`src/hdl/srec_stream_loader_unit_assert.svh`:
```
// Assertion macros shared by the loader RTL.
`ifndef SREC_STREAM_LOADER_UNIT_ASSERT_SVH
`define SREC_STREAM_LOADER_UNIT_ASSERT_SVH

// Same-cycle implication, checked out of reset.
`define SREC_ASSERT_NOW(lbl, ante, cons, msg) \
  lbl: assert property (@(posedge clk) disable iff (rst) (ante) |-> (cons)) else $error(msg);

// Next-cycle implication, checked out of reset.
`define SREC_ASSERT_NEXT(lbl, ante, cons, msg) \
  lbl: assert property (@(posedge clk) disable iff (rst) (ante) |=> (cons)) else $error(msg);

`endif

```
`src/hdl/srec_pkg.sv`:
```
package srec_pkg;

  localparam int CHAR_W         = 8;
  localparam int ADDR_W         = 32;
  localparam int BYTE_W         = 8;
  localparam int NIB_W          = 4;
  localparam int LINE_END_CHARS = 1;
  // 2*LL + line end, LL up to 255
  localparam int CHARS_W        = $clog2(2 * 255 + LINE_END_CHARS + 1);
  localparam int ADDR_NIBS      = ADDR_W / NIB_W;

  localparam logic [CHAR_W-1:0] CHAR_ZERO  = 8'h30;
  localparam logic [CHAR_W-1:0] CHAR_THREE = 8'h33;
  localparam logic [CHAR_W-1:0] CHAR_SEVEN = 8'h37;
  // 'A' - 10
  localparam logic [CHAR_W-1:0] CHAR_HEX_BASE = 8'h37;
  localparam logic [CHAR_W-1:0] CHAR_DEC_END  = 8'h3A;

  localparam logic KIND_WRITE = 1'b0;
  localparam logic KIND_ENTRY = 1'b1;

endpackage

```
`src/hdl/srec_char_if.sv`:
```
interface srec_char_if;
  logic                           valid;
  logic                           ready;
  logic [srec_pkg::CHAR_W-1:0]    character;

  modport source (output valid, output character, input ready);
  modport sink   (input valid, input character, output ready);
endinterface

```
`src/hdl/srec_res_if.sv`:
```
interface srec_res_if;
  logic                           valid;
  logic                           ready;
  logic                           kind;
  logic [srec_pkg::ADDR_W-1:0]    address;
  logic [srec_pkg::BYTE_W-1:0]    data_byte;

  modport source (output valid, output kind, output address, output data_byte, input ready);
  modport sink   (input valid, input kind, input address, input data_byte, output ready);
endinterface

```
`src/hdl/srec_stream_loader_unit.sv`:
```
// S-record loader: one character transaction per cycle, except while the output stalls.
// A result is registered: it is valid on the cycle after its character is accepted.
// Throughput: 1 character per cycle; the input stalls only while a result sits
// in the output register and is not taken that cycle.
// Reset (rst, synchronous): parser back to expect-lead, output empty, entry flag clear.
`include "srec_stream_loader_unit_assert.svh"

module srec_stream_loader_unit (
  input  logic          clk,
  input  logic          rst,
  srec_char_if.sink     stream,
  srec_res_if.source    result
);

  localparam logic [2:0] PH_LEAD  = 3'd0;
  localparam logic [2:0] PH_TYPE  = 3'd1;
  localparam logic [2:0] PH_COUNT = 3'd2;
  localparam logic [2:0] PH_ADDR  = 3'd3;
  localparam logic [2:0] PH_DATA  = 3'd4;
  localparam logic [2:0] PH_SKIP  = 3'd5;

  localparam logic [1:0] CLS_OTHER = 2'd0;
  localparam logic [1:0] CLS_S3    = 2'd1;
  localparam logic [1:0] CLS_S7    = 2'd2;

  localparam int CW = srec_pkg::CHARS_W;
  localparam logic [CW-1:0] TAIL_CHARS = CW'(2 + srec_pkg::LINE_END_CHARS);
  localparam logic [srec_pkg::BYTE_W-1:0] ADDR_DONE = srec_pkg::BYTE_W'(srec_pkg::ADDR_NIBS);

  function automatic logic [srec_pkg::NIB_W-1:0] hex_nibble(
    input logic [srec_pkg::CHAR_W-1:0] c
  );
    logic [srec_pkg::CHAR_W-1:0] d;
    begin
      if (c < srec_pkg::CHAR_DEC_END) d = c - srec_pkg::CHAR_ZERO;
      else d = c - srec_pkg::CHAR_HEX_BASE;
      return d[srec_pkg::NIB_W-1:0];
    end
  endfunction

  logic [2:0]                     phase, phase_next;
  logic [1:0]                     record_class, record_class_next;
  logic [CW-1:0]                  chars_left, chars_left_next;
  logic [srec_pkg::NIB_W-1:0]     high_nibble, high_nibble_next;
  logic                           nibble_parity, nibble_parity_next;
  logic [srec_pkg::ADDR_W-1:0]    addr_acc, addr_acc_next;
  logic [srec_pkg::BYTE_W-1:0]    byte_offset, byte_offset_next;
  logic                           finished, finished_next;

  logic                           out_valid;
  logic                           out_kind;
  logic [srec_pkg::ADDR_W-1:0]    out_address;
  logic [srec_pkg::BYTE_W-1:0]    out_data;

  logic                           res_valid;
  logic                           res_kind;
  logic [srec_pkg::ADDR_W-1:0]    res_address;
  logic [srec_pkg::BYTE_W-1:0]    res_data;

  logic                           in_acc;
  logic [srec_pkg::NIB_W-1:0]     nib;
  logic [CW-1:0]                  consumed;
  logic [CW-1:0]                  count_chars;

  assign stream.ready = !out_valid || result.ready;
  assign in_acc       = stream.valid && stream.ready;
  assign nib          = hex_nibble(stream.character);
  assign consumed     = (chars_left != '0) ? chars_left - CW'(1) : chars_left;
  assign count_chars  = CW'({high_nibble, nib}) * CW'(2) + CW'(srec_pkg::LINE_END_CHARS);

  always_comb begin
    phase_next         = phase;
    record_class_next  = record_class;
    chars_left_next    = chars_left;
    high_nibble_next   = high_nibble;
    nibble_parity_next = nibble_parity;
    addr_acc_next      = addr_acc;
    byte_offset_next   = byte_offset;
    finished_next      = finished;
    res_valid          = 1'b0;
    res_kind           = srec_pkg::KIND_WRITE;
    res_address        = addr_acc + srec_pkg::ADDR_W'(byte_offset);
    res_data           = {high_nibble, nib};

    if (!finished) begin
      unique case (phase)
        PH_LEAD: begin
          phase_next = PH_TYPE;
        end
        PH_TYPE: begin
          if (stream.character == srec_pkg::CHAR_THREE) record_class_next = CLS_S3;
          else if (stream.character == srec_pkg::CHAR_SEVEN) record_class_next = CLS_S7;
          else record_class_next = CLS_OTHER;
          nibble_parity_next = 1'b0;
          phase_next = PH_COUNT;
        end
        PH_COUNT: begin
          if (!nibble_parity) begin
            high_nibble_next   = nib;
            nibble_parity_next = 1'b1;
          end else begin
            nibble_parity_next = 1'b0;
            chars_left_next    = count_chars;
            addr_acc_next      = '0;
            byte_offset_next   = '0;
            if (record_class == CLS_S7) phase_next = PH_ADDR;
            else if (count_chars == '0) phase_next = PH_LEAD;
            else if (record_class == CLS_S3) phase_next = PH_ADDR;
            else phase_next = PH_SKIP;
          end
        end
        PH_ADDR: begin
          addr_acc_next    = {addr_acc[srec_pkg::ADDR_W-srec_pkg::NIB_W-1:0], nib};
          byte_offset_next = byte_offset + 1'b1;
          if (record_class == CLS_S7) begin
            // entry record does not track its count
            if (byte_offset_next == ADDR_DONE) begin
              res_valid     = 1'b1;
              res_kind      = srec_pkg::KIND_ENTRY;
              res_address   = addr_acc_next;
              res_data      = '0;
              finished_next = 1'b1;
            end
          end else begin
            if (byte_offset_next == ADDR_DONE) begin
              byte_offset_next   = '0;
              nibble_parity_next = 1'b0;
              phase_next         = PH_DATA;
            end
            chars_left_next = consumed;
            if (consumed == '0) phase_next = PH_LEAD;
          end
        end
        PH_DATA: begin
          if (chars_left > TAIL_CHARS) begin
            if (!nibble_parity) begin
              high_nibble_next   = nib;
              nibble_parity_next = 1'b1;
            end else begin
              res_valid          = 1'b1;
              byte_offset_next   = byte_offset + 1'b1;
              nibble_parity_next = 1'b0;
            end
          end
          chars_left_next = consumed;
          if (consumed == '0) phase_next = PH_LEAD;
        end
        default: begin
          chars_left_next = consumed;
          if (consumed == '0) phase_next = PH_LEAD;
        end
      endcase
    end
  end

  always_ff @(posedge clk) begin
    if (rst) begin
      phase         <= PH_LEAD;
      record_class  <= CLS_OTHER;
      chars_left    <= '0;
      high_nibble   <= '0;
      nibble_parity <= 1'b0;
      addr_acc      <= '0;
      byte_offset   <= '0;
      finished      <= 1'b0;
    end else if (in_acc) begin
      phase         <= phase_next;
      record_class  <= record_class_next;
      chars_left    <= chars_left_next;
      high_nibble   <= high_nibble_next;
      nibble_parity <= nibble_parity_next;
      addr_acc      <= addr_acc_next;
      byte_offset   <= byte_offset_next;
      finished      <= finished_next;
    end
  end

  always_ff @(posedge clk) begin
    if (rst) begin
      out_valid <= 1'b0;
    end else if (in_acc && res_valid) begin
      out_valid <= 1'b1;
    end else if (result.ready) begin
      out_valid <= 1'b0;
    end
  end

  always_ff @(posedge clk) begin
    if (in_acc && res_valid) begin
      out_kind    <= res_kind;
      out_address <= res_address;
      out_data    <= res_data;
    end
  end

  assign result.valid     = out_valid;
  assign result.kind      = out_kind;
  assign result.address   = out_address;
  assign result.data_byte = out_data;

  `SREC_ASSERT_NEXT(a_no_result_after_entry, finished && !out_valid, !out_valid, "result after entry point")
  `SREC_ASSERT_NOW(a_entry_data_zero, out_valid && out_kind == srec_pkg::KIND_ENTRY, out_data == '0, "entry result with nonzero data")
  `SREC_ASSERT_NEXT(a_entry_sets_finished, in_acc && res_valid && res_kind == srec_pkg::KIND_ENTRY, finished && out_valid, "entry result did not stop parser")
  `SREC_ASSERT_NOW(a_data_only_s3, phase == PH_DATA, record_class == CLS_S3, "data phase outside S3 record")
  `SREC_ASSERT_NOW(a_finished_rise_entry, $rose(finished), out_valid && out_kind == srec_pkg::KIND_ENTRY, "finished without entry result")

endmodule
```
`src/flat_wrapper.sv`:
```
// flat-port wrapper written by rule: the top's interface ports become plain ports
module srec_stream_loader_unit_flat 
  (clk, rst, stream_valid, stream_character, stream_ready, result_valid, result_kind, result_address, result_data_byte, result_ready);
  srec_char_if stream_i ();
  srec_res_if result_i ();
  input  logic clk;
  input  logic rst;
  input wire logic [$bits(stream_i.valid)-1:0] stream_valid;
  input wire logic [$bits(stream_i.character)-1:0] stream_character;
  output wire logic [$bits(stream_i.ready)-1:0] stream_ready;
  output wire logic [$bits(result_i.valid)-1:0] result_valid;
  output wire logic [$bits(result_i.kind)-1:0] result_kind;
  output wire logic [$bits(result_i.address)-1:0] result_address;
  output wire logic [$bits(result_i.data_byte)-1:0] result_data_byte;
  input wire logic [$bits(result_i.ready)-1:0] result_ready;
  assign stream_i.valid = stream_valid;
  assign stream_i.character = stream_character;
  assign stream_ready = stream_i.ready;
  assign result_valid = result_i.valid;
  assign result_kind = result_i.kind;
  assign result_address = result_i.address;
  assign result_data_byte = result_i.data_byte;
  assign result_i.ready = result_ready;
  srec_stream_loader_unit u_core (.clk(clk), .rst(rst), .stream(stream_i), .result(result_i));
endmodule
```
`config.mk`:
```
export PLATFORM = sky130hd
export DESIGN_NAME = srec_stream_loader_unit_flat
export DESIGN_NICKNAME = d
export VERILOG_FILES = /design/src/hdl/srec_pkg.sv /design/src/hdl/srec_char_if.sv /design/src/hdl/srec_res_if.sv /design/src/hdl/srec_stream_loader_unit.sv /design/src/flat_wrapper.sv
export VERILOG_INCLUDE_DIRS = /design/src /design/src/hdl
export SDC_FILE = /design/constraint.sdc
export NUM_CORES = 1
export LEC_CHECK = 0
export ABC_CLOCK_PERIOD_IN_PS = 4200
export BUFFER_PORTS_ARGS = -buffer_cell sky130_fd_sc_hd__buf_2
export CAP_MARGIN = 25
export CORE_MARGIN = 2
export CORE_UTILIZATION = 34
export DETAILED_ROUTE_END_ITERATION = 8
export GPL_TIMING_DRIVEN = 0
export PLACE_DENSITY = 0.52
export SETUP_SLACK_MARGIN = 0.15
export SYNTH_ARGS = -nofsm -noshare
export SYNTH_HDL_FRONTEND = slang
export SYNTH_SLANG_ARGS = --single-unit
export TNS_END_PERCENT = 10
```
`constraint.sdc`:
```
create_clock -name clk -period 4.2 [get_ports clk]
set_input_delay 0.63 -clock clk [delete_from_list [all_inputs] [get_ports clk]]
set_output_delay 0.63 -clock clk [all_outputs]
set_load 0.02 [all_outputs]
```
==> results by group <==
Power and ir drop
  – Worst VDD drop: between 0.3 and 0.4 mV
  – Design Power: 2.63 mW
  – Static leakage: between 2 and 2.5 nW
  – Pwr dens: about 400 nW/um2

Synthesis
  – Post-synth EDFFs: 41
  – Synthesized net count: approximately 640
  – Async set-or-reset flop fraction in the synthesized netlist: 0%
  – Synth Cell Area: roughly 5600 um2
  – Post-synth cell types: between 70 and 80
  – Avg Inst Size Synth: roughly 9.2 um2
  – Share of the synthesized area in the top cell type: between 20% and 30%
  – Synth Flop Type: dfxtp_1
  – Mapped Cells: around 610
  – Synth top area cells: edfxtp_1, dfxtp_1, nor2_1
  – Synth area leader: edfxtp_1
  – Sequential share of the synthesized area: ~44%
  – Yosys warning count: 0
  – Synth Register Bits: 102

STA
  – Worst slew pin tran: a little over 0.9 ns
  – Fin. max-slew vios: 0
  – Worst slew margin relative to its limit: ~39%
  – Min Tclk post-route: between 2 and 3 ns
  – Layout Skew: around 0.013 ns
  – RSZ-0062 raised after global routing: false
  – Worst setup margin: 1.28 ns
  – Fin. Hold Viols: 0
  – # setup viols final: 0
  – Crit share post-route: 69.6%
  – Max frequency: about 0.34 GHz

Clock tree
  – Clock Tree Buf Depth: 2
  – H-Tree Depth: 3
  – Post-CTS Hold Buffers: 0
  – Number of buffers created by CTS: 9
  – Root Buffer: clkbuf_16
  – CTS resizes: 0
  – CTS tree: done
  – CTS Sinks: 102
  – Clk_lat worst skew: roughly 0.35 ns
  – Postcts setup bufs: 0
  – Clock transition at path regs: 0.07 ns

Worst setup path
  – Crit path DAT: 3.00 ns
  – Worst R2R Path Depth: 9
  – CP Launch Type: register
  – Crit path kind: register to register
  – Crit path launch: u_core.byte_offset[0]$_SDFFE_PP0P_
  – Max FO, Critical Path: 9
  – Setup crit end kind: register
  – Critical path required time: 4.28 ns
  – R2R Path Start: u_core.byte_offset[0]$_SDFFE_PP0P_

Floorplan
  – Row count: 46
  – Die X: roughly 130 um
  – Top Ports: 55
  – Area of the die: between 15000 and 20000 um2
  – Chip Height: roughly 130 um
  – Starting density of the core: between 30% and 40%
  – Core area: 15900 um2

Drt
  – Pre-Repair DR Iteration Count: 7
  – Vias: ~4.8k
  – DRC: 0
  – Via/cell ratio: between 5 and 6
  – Routed Antenna Nets: 0
  – Drt wl/cell: approximately 17 um
  – Final wirelength: 14900 um
  – DR iter-0 viols: about 370

Outcome
  – Status: complete, no violations

Placed design
  – Detailed placement HPWL: ~11000 um
  – IO buf count: between 50 and 60
  – Placed cells: between 800 and 900
  – Final GP Congestion: 0.872
  – Dpl ws: approximately 1.3 ns

Finish
  – Non-filler cells, final: slightly below 900
  – Fin nets: roughly 700
  – Commonest non-fill, non-tap cell in the layout: nor2_1
  – Share of cells above drive strength 1: between 10% and 20%
  – Area growth from synthesis to layout: 15.1%
  – # diodes: 0
  – Commonest cells after routing, fill and taps aside: nor2_1, dfxtp_1, buf_2, nand2_1, edfxtp_1
  – Fillers: about 1.6k

Global route
  – GR Overflow Total: 0
  – Vias in the first global route: about 4.5k
  – Initial antenna violation count: 0
  – Largest net degree at the start of global routing: 30
  – First-pass GRT wire length: between 20000 and 25000 um
  – All-Layer GR Usage: about 17%

Run
  – MaxCap Viol Count: 0

Worst hold path
  – Hold path depth: 2
  – Min-delay src: u_core.record_class[0]$_SDFFE_PP0P_
  – HP Class: register to register
[worst max-delay path: stages (launching register included)]
cell and delay [ns]:
dfxtp_1 0.44, ha_1 0.22, inv_1 0.06, fa_1 0.38, nand2b_1 0.17, a21oi_1 0.29
o21ai_1 0.39, or3_1 0.47, xor2_1 0.14, a21oi_1 0.08
[per-stage QoR]
| stage | util [%] | instance area [um2] | setup TNS, ns | hold slack (ns) |
|---|---|---|---|---|
| global placement | 38.3 | 6110 | -30.99 | 0.476 |
| detailed placement | 38.5 | 6140 | 0 | 0.493 |
| floorplan | - | 5570 | 0 | 0.456 |
| finish | 40.3 | 6420 | 0 | 0.511 |
| CTS | 40.3 | 6420 | 0 | 0.509 |
| global route | 40.3 | 6420 | 0 | 0.537 |
[logic make-up (layout without fill, tap and decap cells)]
logic type      after synthesis  after routing  synth area share (%)
fa+ha+maj                    16             16                  3.73
compound gates              167            167                  20.2
buf+inv                      53            123                  4.06
mux                          11             11                  2.00
simple gates                230            230                  21.3
xor+xnor                     30             30                  4.71
flops                       102            102                  44.0
[registers in the layout, indices dropped and copies added, names as in the netlist]
name,flops
u_core.high_nibble,4
u_core.record_class,2
u_core.finished,1
u_core.result.kind,1
u_core.nibble_parity,1
u_core.result.valid,1
u_core.chars_left,9
u_core.phase,3
u_core.result.data_byte,8
u_core.byte_offset,8
u_core.addr_acc,32
u_core.result.address,32
[synthesized netlist by cell type, drive strengths merged (7+ instances only)]
cell	count
or3	7
and2	10
dfxtp	61
a31oi	10
xor2	8
buf	11
nand2	44
mux2i	10
nand2b	9
xnor2	22
o21ai	37
a21oi	39
nand3	16
nor2	87
clkbuf	22
inv	20
ha	15
nor3	11
edfxtp	41
a22oi	34
[power breakdown]
| group | switching, mW | internal, mW | leakage [nW] |
|---|---|---|---|
| registers | 0.0688 | 1.07 | 0.871 |
| clock network | 0.365 | 0.438 | 0.134 |
| logic | 0.400 | 0.287 | 1.30 |
| total | 0.834 | 1.80 | 2.30 |
[area by class of cell]
class                   count  area, um2  share of cell area [%]
plain buffers              33        151                    2.36
clock inverters             2       16.3                   0.253
inverters                  20       75.1                    1.17
well taps                 216        270                    4.21
repair buffers             54        285                    4.45
multi-input cells         454       2900                    45.2
clock buffers              14        264                    4.11
flip-flops and latches    102       2450                    38.2
[path summary, 6_finish.rpt]
path,endpoint,slack [ns]
max,u_core.result.address[28]$_DFFE_PP_,1.28
min,u_core.record_class[0]$_SDFFE_PP0P_,0.51
max reg2reg,u_core.result.address[28]$_DFFE_PP_,1.28
min reg2reg,u_core.record_class[0]$_SDFFE_PP0P_,0.51
[metal layers]
| metal | share of wire [%] | global-route usage (%) | vias to the layer above |
|---|---|---|---|
| li1 | - | - | 2363 |
| met1 | 47 | 23.1 | 2310 |
| met2 | 48 | 28.1 | 108 |
| met3 | 3.2 | 3.04 | 22 |
| met4 | 2.1 | 6.28 | 0 |
| met5 | 0 | 0 | - |
No activity file was read; power rests on OpenSTA's default activity.
